===== config.mk =====
export PLATFORM = sky130hd
export DESIGN_NAME = shortest_job_first_scheduler
export DESIGN_NICKNAME = d
export VERILOG_FILES = /design/src/design/sjf_pkg.sv /design/src/design/shortest_job_first_scheduler.sv
export SDC_FILE = /design/constraint.sdc
export NUM_CORES = 1
export LEC_CHECK = 0
export BUFFER_PORTS_ARGS = -buffer_cell sky130_fd_sc_hd__buf_2
export CAP_MARGIN = 15
export CORE_ASPECT_RATIO = 0.5
export CORE_MARGIN = 5
export CORE_UTILIZATION = 35
export CTS_BUF_LIST = sky130_fd_sc_hd__clkbuf_4
export DETAILED_ROUTE_END_ITERATION = 6
export HOLD_SLACK_MARGIN = 0.1
export PLACE_DENSITY = 0.62
export SKIP_LAST_GASP = 1
export SYNTH_ARGS = -nofsm -noshare
export SYNTH_HDL_FRONTEND = slang
export SYNTH_SLANG_ARGS = --single-unit

===== constraint.sdc =====
create_clock -name clk -period 4.7 [get_ports clk]
set_clock_uncertainty 0.05 [all_clocks]
set_input_delay 1.175 -clock clk [delete_from_list [all_inputs] [get_ports clk]]
set_output_delay 1.175 -clock clk [all_outputs]
set_load 0.01 [all_outputs]

===== src/design/sjf_pkg.sv =====
`default_nettype none

package sjf_pkg;

	localparam int MAX_JOBS_DEF  = 16;
	localparam int TIME_BITS_DEF = 16;

	// Request operation codes.
	localparam logic OP_LOAD = 1'b0;
	localparam logic OP_TICK = 1'b1;

	typedef enum logic [1:0] {
		ST_IDLE,
		ST_SCAN,
		ST_COMMIT
	} sjf_state_t;

	typedef struct packed {
		logic        op;
		logic [15:0] arrival_time;
		logic [15:0] burst_length;
	} sjf_req_t;

	typedef struct packed {
		logic        load_rejected;
		logic        ran;
		logic [3:0]  job_index;
		logic        finished;
		logic [15:0] finish_time;
	} sjf_rsp_t;

	typedef struct packed {
		logic [15:0] arrival;
		logic [15:0] burst;
		logic [15:0] remaining;
	} sjf_entry_t;

endpackage

`default_nettype wire


===== src/design/shortest_job_first_scheduler.sv =====
`default_nettype none

// Shortest-job-first scheduler. A request is taken when start is high and busy is low; a
// load request (op = OP_LOAD) writes one job into the next free table slot, and a tick
// request (op = OP_TICK) runs one time unit of the arrived, unfinished job with the
// smallest original burst, lowest slot winning ties, then advances the saturating clock.
// Every request produces exactly one result, shown on result for a single cycle while
// done is high; the receiver cannot stall, so sample it then. A load is written in the
// cycle it is taken, busy stays low, and its result appears in the next cycle. A tick
// walks the job table in a synchronous RAM with one write and one registered read port,
// one slot per cycle; busy stays high while it compares the last slot read, closes the
// scan and writes back the chosen job (with an empty table the scan closes at once), and
// done rises in the cycle after the write-back. The next request may be issued in the
// same cycle that done is high.
module shortest_job_first_scheduler #(
	parameter int MAX_JOBS  = sjf_pkg::MAX_JOBS_DEF,
	parameter int TIME_BITS = sjf_pkg::TIME_BITS_DEF
) (
	input  wire logic             clk,
	input  wire logic             arst_n,
	input  wire logic             start,
	output logic                  busy,
	input  wire sjf_pkg::sjf_req_t request,
	output logic                  done,
	output sjf_pkg::sjf_rsp_t      result
);

	import sjf_pkg::*;

	localparam int IDX_W = $clog2(MAX_JOBS);
	localparam int CNT_W = $clog2(MAX_JOBS + 1);
	// Arrival times are 16 bits; the clock may be wider or narrower.
	localparam int CMP_W = (TIME_BITS > 16) ? TIME_BITS : 16;

	// Job table: arrival, original burst and remaining work per slot.
	sjf_entry_t mem [MAX_JOBS];
	sjf_entry_t mem_rdata;

	sjf_state_t state_q, state_d;

	logic [CNT_W-1:0]     job_count_q;
	logic [TIME_BITS-1:0] time_q;
	logic [TIME_BITS-1:0] time_next;

	// Scan bookkeeping. rd_ptr_q can reach the job count itself.
	logic [CNT_W-1:0] rd_ptr_q;
	logic             rd_vld_s1;
	logic [IDX_W-1:0] idx_s1;
	logic             found_q;
	logic [IDX_W-1:0] best_idx_q;
	sjf_entry_t       best_q;

	logic       accept;
	logic       rd_en;
	logic       scan_done;
	logic       table_full;
	logic       eligible;
	logic [CMP_W-1:0] arr_ext;
	logic [CMP_W-1:0] time_ext;
	logic [CMP_W-1:0] fin_ext;

	sjf_entry_t       wr_data;
	logic [IDX_W-1:0] wr_addr;
	logic             wr_en;

	logic       done_q;
	sjf_rsp_t   result_q;
	sjf_rsp_t   result_d;

	assign accept     = start && (state_q == ST_IDLE);
	assign table_full = (job_count_q == CNT_W'(MAX_JOBS));
	assign time_next  = (time_q == {TIME_BITS{1'b1}}) ? time_q : time_q + 1'b1;

	assign arr_ext  = CMP_W'(mem_rdata.arrival);
	assign time_ext = CMP_W'(time_q);
	assign fin_ext  = CMP_W'(time_next);

	// A slot takes part if it still has work, has arrived, and beats the best so far.
	// Strict less-than keeps the earliest slot on equal bursts.
	assign eligible = rd_vld_s1 && (mem_rdata.remaining != 16'd0) && (arr_ext <= time_ext)
		&& (!found_q || (mem_rdata.burst < best_q.burst));

	// Next-state logic.
	always_comb begin
		state_d = state_q;
		case (state_q)
			ST_IDLE: begin
				if (accept && (request.op == OP_TICK)) begin
					state_d = ST_SCAN;
				end
			end
			ST_SCAN: begin
				if (scan_done) begin
					state_d = ST_COMMIT;
				end
			end
			ST_COMMIT: begin
				state_d = ST_IDLE;
			end
			default: begin
				state_d = ST_IDLE;
			end
		endcase
	end

	// Control outputs and memory port selection.
	always_comb begin
		busy      = 1'b1;
		rd_en     = 1'b0;
		scan_done = 1'b0;
		wr_en     = 1'b0;
		wr_addr   = best_idx_q;
		wr_data   = best_q;
		case (state_q)
			ST_IDLE: begin
				busy    = 1'b0;
				wr_addr = job_count_q[IDX_W-1:0];
				wr_data = '{arrival: request.arrival_time,
					burst: request.burst_length,
					remaining: request.burst_length};
				wr_en   = accept && (request.op == OP_LOAD) && !table_full;
			end
			ST_SCAN: begin
				rd_en     = (rd_ptr_q < job_count_q);
				scan_done = !rd_en && !rd_vld_s1;
			end
			ST_COMMIT: begin
				wr_addr           = best_idx_q;
				wr_data           = best_q;
				wr_data.remaining = best_q.remaining - 16'd1;
				wr_en             = found_q;
			end
			default: begin
				busy = 1'b1;
			end
		endcase
	end

	// Result of the request being finished: a load answer in the idle state, else
	// the outcome of the tick being written back.
	always_comb begin
		result_d = '0;
		if (state_q == ST_COMMIT) begin
			if (found_q) begin
				result_d.ran       = 1'b1;
				result_d.job_index = 4'((IDX_W + 4)'(best_idx_q));
				// Work reaches zero this tick: the job completes at the next time step.
				if (best_q.remaining == 16'd1) begin
					result_d.finished    = 1'b1;
					result_d.finish_time = fin_ext[15:0];
				end
			end
		end else begin
			result_d.load_rejected = table_full;
			if (!table_full) begin
				result_d.job_index = 4'((IDX_W + 4)'(job_count_q[IDX_W-1:0]));
			end
		end
	end

	// Job table RAM: one write and one registered read per cycle.
	always_ff @(posedge clk) begin
		if (wr_en) begin
			mem[wr_addr] <= wr_data;
		end
		if (rd_en) begin
			mem_rdata <= mem[rd_ptr_q[IDX_W-1:0]];
		end
	end

	// Control state.
	always_ff @(posedge clk or negedge arst_n) begin
		if (!arst_n) begin
			state_q     <= ST_IDLE;
			job_count_q <= '0;
			time_q      <= '0;
			rd_ptr_q    <= '0;
			rd_vld_s1   <= 1'b0;
			found_q     <= 1'b0;
			done_q      <= 1'b0;
		end else begin
			state_q   <= state_d;
			rd_vld_s1 <= rd_en;
			case (state_q)
				ST_IDLE: begin
					rd_ptr_q <= '0;
					found_q  <= 1'b0;
					done_q   <= accept && (request.op == OP_LOAD);
					if (accept && (request.op == OP_LOAD) && !table_full) begin
						job_count_q <= job_count_q + 1'b1;
					end
				end
				ST_SCAN: begin
					done_q <= 1'b0;
					if (rd_en) begin
						rd_ptr_q <= rd_ptr_q + 1'b1;
					end
					if (eligible) begin
						found_q <= 1'b1;
					end
				end
				ST_COMMIT: begin
					done_q <= 1'b1;
					time_q <= time_next;
				end
				default: begin
					done_q <= 1'b0;
				end
			endcase
		end
	end

	// Scan payload and the result register.
	always_ff @(posedge clk) begin
		idx_s1 <= rd_ptr_q[IDX_W-1:0];
		if (eligible) begin
			best_idx_q <= idx_s1;
			best_q     <= mem_rdata;
		end
		if ((state_q == ST_IDLE && accept && (request.op == OP_LOAD))
				|| (state_q == ST_COMMIT)) begin
			result_q <= result_d;
		end
	end

	assign done   = done_q;
	assign result = result_q;

endmodule

`default_nettype wire

==> results.json, run 1 <==
{
  "hold_viol": 0,
  "critPathMaxFanout": 26,
  "status": "complete, no violations",
  "postCtsSetupRepairBufs": 0,
  "die_w_um": 465.0,
  "critPathMaxStageDelay_ps": 390,
  "layout.nets": 2097,
  "slew_headroom": 0.1875,
  "post-route-period-util": 0.7633,
  "cp_num_buf_inv": 3,
  "grt_pass1_vias": 18600,
  "synthCells": 1753,
  "initial_core_util": 0.3528,
  "startpoint_type": "flip-flop",
  "ys_ff_latch": 926,
  "end_kind": "primary output",
  "synthArstFlopShare": 0.03348,
  "clkSlewWorstSetupHoldPaths_ps": 70,
  "antenna_found_initial": 7,
  "die_h_um": 237.5,
  "synth_ff_type": "edfxtp_1",
  "cp_data_required_time_ps": 3470,
  "total_power_uw": 25910,
  "cp_slowest_cell": "dfrtp_1",
  "slew_viol_final": 0,
  "cts_tree": "yes",
  "hpwl_um": 51740,
  "path_cells": "nor2_4 -> inv_1 -> buf_4 -> buf_2",
  "worst-slew-pin-transition_ps": 1211,
  "numCtsBuffers": 215,
  "regArea_um2": 27620,
  "drc": 0,
  "p_leak_uw": 0.01345,
  "grt.total_usage": 0.1543,
  "clock-root-buffer": "clkbuf_4",
  "netlist_area_um2": 36230,
  "nFillCells": 9128,
  "htreeDepth": 4,
  "via_per_inst": 5.153,
  "place_congestion": 0.7759,
  "die_area_um2": 110400,
  "hold_class": "flip-flop to flip-flop",
  "core-area_um2": 102700,
  "synth_edf_count": 891,
  "io_buffers": 60,
  "wl_per_cell_um": 23.90,
  "area_growth_pct": 14.74,
  "vdd_drop_max_uv": 342.6,
  "dr_total_vias": 18390,
  "clock.fmax_mhz": 278.7,
  "rows": 83,
  "cp_top_family": "buffers and inverters",
  "clockBufferDepth": 3,
  "syn-num-nets": 1830,
  "power.density_nw_per_um2": 623.2,
  "grt_pass1_wl_um": 125600,
  "ioPinCount": 61,
  "crit_type": "flip-flop to primary output",
  "ant_nets": 0,
  "post_cts_resized": 0,
  "maxCapViolCount": 0,
  "yosys_warnings": 0,
  "fin_util": 0.4048,
  "synth_seq_area_share": 0.7621,
  "period_needed_ps": 3588,
  "setup_tns_ps": 0,
  "grt_max_degree": 138,
  "grt_overflow": 0,
  "dr.pass1.iters": 5,
  "stdcell_count": 3569,
  "netlist-cell-type-count": 51,
  "rsz0062_at_grt": "no",
  "crit_arrival_ps": 2360,
  "drt_iter0_markers": 2168,
  "setup_viol": 0,
  "avgSynthCellArea_um2": 20.67,
  "place_inst": 3155,
  "clk_latency_ps": 1090,
  "clock_sinks": 926,
  "drive_gt1_frac": 0.3355,
  "dp_slack_ps": 987.1,
  "drt-total-wl_um": 85280,
  "multiInputGateArea_um2": 8262,
  "fin_ws_ps": 1112
}
[path summary, 6_finish.rpt]
path | slack [ps] | depth (start not counted) | endpoint | from
worst max-delay path | 1110 | 4 | busy | state_q[1]$_DFFE_PN0P_
worst min-delay path | 360 | 0 | best_idx_q[0]$_DFFE_PP_ | idx_s1[0]$_DFF_P_
worst max register to register | 1230 | 9 | best_q[31]$_DFFE_PP_ | time_ext[9]$_DFFE_PN0P_
worst min register to register | 360 | 0 | best_idx_q[0]$_DFFE_PP_ | idx_s1[0]$_DFF_P_
max in group asynchronous | 3230 | 2 | rd_ptr_q[3]$_DFFE_PN0P_ | arst_n
min in group asynchronous | 710 | 2 | job_count_q[3]$_DFFE_PN0P_ | arst_n
[cells by family (layout without fill, tap and decap cells)]
kind of cell,count (synthesis),after routing,synth area share
AOI/OAI and AO/OA,121,121,0.02010
xor gates and xnor gates,24,24,0.005801
adders and majority gates,41,41,0.01416
buffers and inverters,131,581,0.01409
DFF,926,926,0.7621
muxes,246,246,0.1509
other,0,6,0
and+or+nand+nor,264,264,0.03291
[flip-flops by register name, summed over array words and instances (netlist names)]
register	count
arr_ext	16
best_idx_q	4
best_q	48
done	1
found_q	1
idx_s1	4
job_count_q	5
mem	768
mem_rdata	32
rd_ptr_q	5
rd_vld_s1	1
result	23
state_q	2
time_ext	16
[final cells by class]
type                    instances  share of cell area
clock buffers                 327             0.05905
multi-input cells             696              0.1987
diodes                          6           0.0003612
clock inverters                73            0.009150
inverters                      51            0.004665
well taps                    1360             0.04093
flip-flops and latches        926              0.6645
repair buffers                130             0.02263
[synthesized netlist by cell type, types with 2 or more instances]
cell type,number,area share
edfxtp_1,891,0.74
mux4_2,240,0.15
nand2_1,109,0.011
nor2_1,63,0.0065
clkbuf_1,56,0.0058
inv_1,49,0.0051
o21ai_0,44,0.0061
ha_1,41,0.014
a21oi_1,35,0.0048
dfrtp_1,31,0.021
nand3_1,25,0.0035
xnor2_1,24,0.0058
nor3_1,16,0.0022
buf_2,15,0.0021
nand4_1,12,0.0021
nor4_1,10,0.0017
buf_1,9,0.00093
a31oi_1,7,0.0012
and3_1,6,0.0010
o31ai_1,6,0.0012
mux2i_1,5,0.0014
nand2b_1,5,0.00086
o211ai_1,5,0.0010
a21o_1,4,0.00083
dfxtp_1,4,0.0022
nor2b_1,4,0.00069
o22a_1,4,0.00097
or3_1,4,0.00069
or4_1,3,0.00062
a22oi_1,2,0.00041
clkinv_1,2,0.00021
nor3b_1,2,0.00041
or3_4,2,0.00062
[layer usage]
metal  up-vias  share of wire  routed length [um]  track usage
li1       7908              -                   -            -
met4         0          0.018                1529      0.04752
met3       119          0.079                6743      0.03963
met5         -              0                   0            0
met2       732           0.46               38940       0.2295
met1      9632           0.45               38070       0.2244
[stage by stage]
step,cell area (um^2),hold WS (ps)
global route,41570,365.9
global placement,38640,335.8
floorplan,36240,319.3
CTS,41500,355.4
finish,41570,356.9
detailed placement,38660,344.3
[timing repair]
| item | in CTS | in global routing |
|---|---|---|
| hold buffers | 1 | 0 |
| endpoints found under the setup margin | 0 | 0 |
| endpoints found under the hold margin | 31 | 0 |
[report_power, final]
group          leakage, uW  total, uW  switching, uW  internal [uW]
clock network      0.00168       6530           3190           3340
registers          0.00853      12000            472          11500
logic              0.00325       7380           4760           2630
total               0.0135      25900           8420          17500
[cells in the final DEF, fill, tap and decap left out, types with 24 or more instances in the layout]
cell / Yosys / routed
ha_1: 41 / 41
clkinv_1: 2 / 60
mux4_2: 240 / 240
buf_2: 15 / 60
dfrtp_1: 31 / 28
nand3_1: 25 / 25
o21ai_0: 44 / 32
nor2_1: 63 / 45
inv_1: 49 / 48
edfxtp_1: 891 / 891
xnor2_1: 24 / 24
buf_4: 0 / 60
nand2_1: 109 / 109
a21oi_1: 35 / 34
clkbuf_4: 0 / 327
[worst reg2reg max path, delay by kind of cell, from the launching register on]
family / cells / cell delay, ps
AO/OA/AOI/OAI: 5 / 1310
buffers and inverters: 2 / 730
flip-flops: 1 / 430
adder cells (fa/ha/maj): 1 / 280
AND/OR/NAND/NOR: 1 / 210
Note: power is estimated with default switching activity, not from simulation.
==> run 2, diff against run 1 <==
--- a/config.mk
+++ b/config.mk
@@ -13,7 +13,7 @@
 export CTS_BUF_LIST = sky130_fd_sc_hd__clkbuf_4
 export DETAILED_ROUTE_END_ITERATION = 6
 export HOLD_SLACK_MARGIN = 0.1
-export PLACE_DENSITY = 0.62
+export PLACE_DENSITY = 0.6
 export SKIP_LAST_GASP = 1
 export SYNTH_ARGS = -nofsm -noshare
 export SYNTH_HDL_FRONTEND = slang
==> constraint.sdc (replaced) <==
create_clock -name clk -period 3.6 [get_ports clk]
set_clock_uncertainty 0.05 [all_clocks]
set_input_delay 0.9 -clock clk [delete_from_list [all_inputs] [get_ports clk]]
set_output_delay 0.9 -clock clk [all_outputs]
set_load 0.01 [all_outputs]
==> run 2 against run 1 <==
Global-route usage increased by 0.14 points. Wire length about the same. Cell count increased by 0.11%. Largest power group unchanged.
==> results.json, run 2 (synthesized netlist as in run 1, its figures left out) <==
{
  "via_per_inst": 5.150,
  "layout.nets": 2111,
  "grt.total_usage": 0.1557,
  "nFillCells": 9117,
  "critPathMaxStageDelay_ps": 840,
  "post-route-period-util": 0.9367,
  "grt_max_degree": 104,
  "grt_pass1_wl_um": 127100,
  "ant_nets": 0,
  "grt_overflow": 0,
  "vdd_drop_max_uv": 449.3,
  "rsz0062_at_grt": "no",
  "io_buffers": 60,
  "setup_viol": 0,
  "clock.fmax_mhz": 296.6,
  "hpwl_um": 49970,
  "cp_num_buf_inv": 2,
  "dr.pass1.iters": 5,
  "die_w_um": 465.0,
  "cp_top_family": "compound AO/OA/AOI/OAI gates",
  "slew_viol_final": 0,
  "cts_tree": "yes",
  "wl_per_cell_um": 23.87,
  "worst-slew-pin-transition_ps": 1106,
  "p_leak_uw": 0.01359,
  "total_power_uw": 33370,
  "cp_slowest_cell": "a2111oi_1",
  "regArea_um2": 27620,
  "grt_pass1_vias": 19070,
  "drive_gt1_frac": 0.3418,
  "crit_arrival_ps": 4100,
  "startpoint_type": "flip-flop",
  "multiInputGateArea_um2": 8258,
  "status": "complete, no violations",
  "hold_viol": 0,
  "dr_total_vias": 18400,
  "area_growth_pct": 15.69,
  "clock-root-buffer": "clkbuf_4",
  "end_kind": "flip-flop",
  "die_h_um": 237.5,
  "core-area_um2": 102700,
  "hold_class": "input port to flip-flop",
  "numCtsBuffers": 206,
  "die_area_um2": 110400,
  "power.density_nw_per_um2": 796.2,
  "drt_iter0_markers": 1579,
  "clock_sinks": 926,
  "antenna_found_initial": 1,
  "cp_data_required_time_ps": 4330,
  "final_common_cell": "edfxtp_1",
  "htreeDepth": 4,
  "drt-total-wl_um": 85280,
  "reg.largest.list": "mem (768), best_q (48), mem_rdata (32)",
  "drc": 0,
  "ioPinCount": 61,
  "clk_latency_ps": 1110,
  "clockBufferDepth": 3,
  "initial_core_util": 0.3528,
  "slew_headroom": 0.2595,
  "clkSlewWorstSetupHoldPaths_ps": 70,
  "regMostFlops": "mem",
  "layout_common_cells": "891 x edfxtp_1, 312 x clkbuf_4, 240 x mux4_2",
  "place_congestion": 0.8053,
  "postCtsSetupRepairBufs": 0,
  "maxCapViolCount": 0,
  "setup_tns_ps": 0,
  "path_cells": "ha_1 -> o221ai_1 -> a2111oi_1 -> nor3_1 -> o31ai_2 -> buf_4 -> a21oi_4 -> buf_12",
  "crit_type": "flip-flop to flip-flop",
  "period_needed_ps": 3372,
  "largest_reg_flops": 768,
  "critPathMaxFanout": 48,
  "rows": 83
}
run 2: cell count changes in the layout (fill, tap and decap cells not counted), sizes merged:
cell and change:
inv +3, clkbuf -15, clkinv -5, buf +23
diode -2
run 2: path summary, 6_finish.rpt:
kind | startpoint | end | slack [ps] | cells past startpoint
worst max register to register | mem_rdata[18]$_DFFE_PP_ | best_q[16]$_DFFE_PP_ | 230 | 8
max in group asynchronous | arst_n | rd_ptr_q[0]$_DFFE_PN0P_ | 2450 | 2
min in group asynchronous | arst_n | time_ext[8]$_DFFE_PN0P_ | 410 | 2
worst min register to register | idx_s1[1]$_DFF_P_ | best_idx_q[1]$_DFFE_PP_ | 360 | 0
worst max-delay path | mem_rdata[18]$_DFFE_PP_ | best_q[16]$_DFFE_PP_ | 230 | 8
worst min-delay path | request[32] | done$_DFF_PN0_ | 280 | 4
run 2: through the flow:
step	cell area [um^2]	util	std cells	setup WS, ps	hold slack, ps
after floorplan	36250	-	1753	-440.5	319.3
after global placement	39150	0.3812	3185	-149.1	343.3
after detailed placement	39150	0.3812	3185	-132.0	344.9
after CTS	41900	0.4080	3569	41.45	129.4
after global routing	41910	0.4081	3570	99.89	242.5
final	41920	0.4081	3573	228.0	281.8
run 2: worst register-to-register path, cell delays in order (launching register included):
cell and delay (ps):
edfxtp_1 410, ha_1 320, o221ai_1 170, a2111oi_1 840
nor3_1 170, o31ai_2 530, buf_4 230, a21oi_4 90
buf_12 250
run 2: routing by layer:
layer / share of wire / up-vias / global-route usage
met5: 0 / - / 0
met4: 0.017 / 0 / 0.05045
met3: 0.069 / 106 / 0.03330
met2: 0.46 / 692 / 0.2355
met1: 0.45 / 9670 / 0.2264
li1: - / 7932 / -
run 2: repair_timing:
| action | in CTS | in global routing |
|---|---|---|
| hold buffers | 1 | 0 |
| gates resized for setup | 1 | 1 |
| hold endpoints to repair | 31 | 0 |
| endpoints found under the setup margin | 48 | 11 |
run 2: layout make-up:
cell class / count / area share
repair buffers: 153 / 0.03313
clock inverters: 71 / 0.009552
inverters: 51 / 0.004627
well taps: 1360 / 0.04059
clock buffers: 312 / 0.05588
flip-flops and latches: 926 / 0.6590
multi-input cells: 696 / 0.1970
diodes: 4 / 0.0002388
run 2: power breakdown:
part / switching, uW / total, uW / internal, uW
Combinational: 5690 / 9350 / 3660
Sequential: 688 / 15700 / 15000
Clock: 4120 / 8330 / 4210
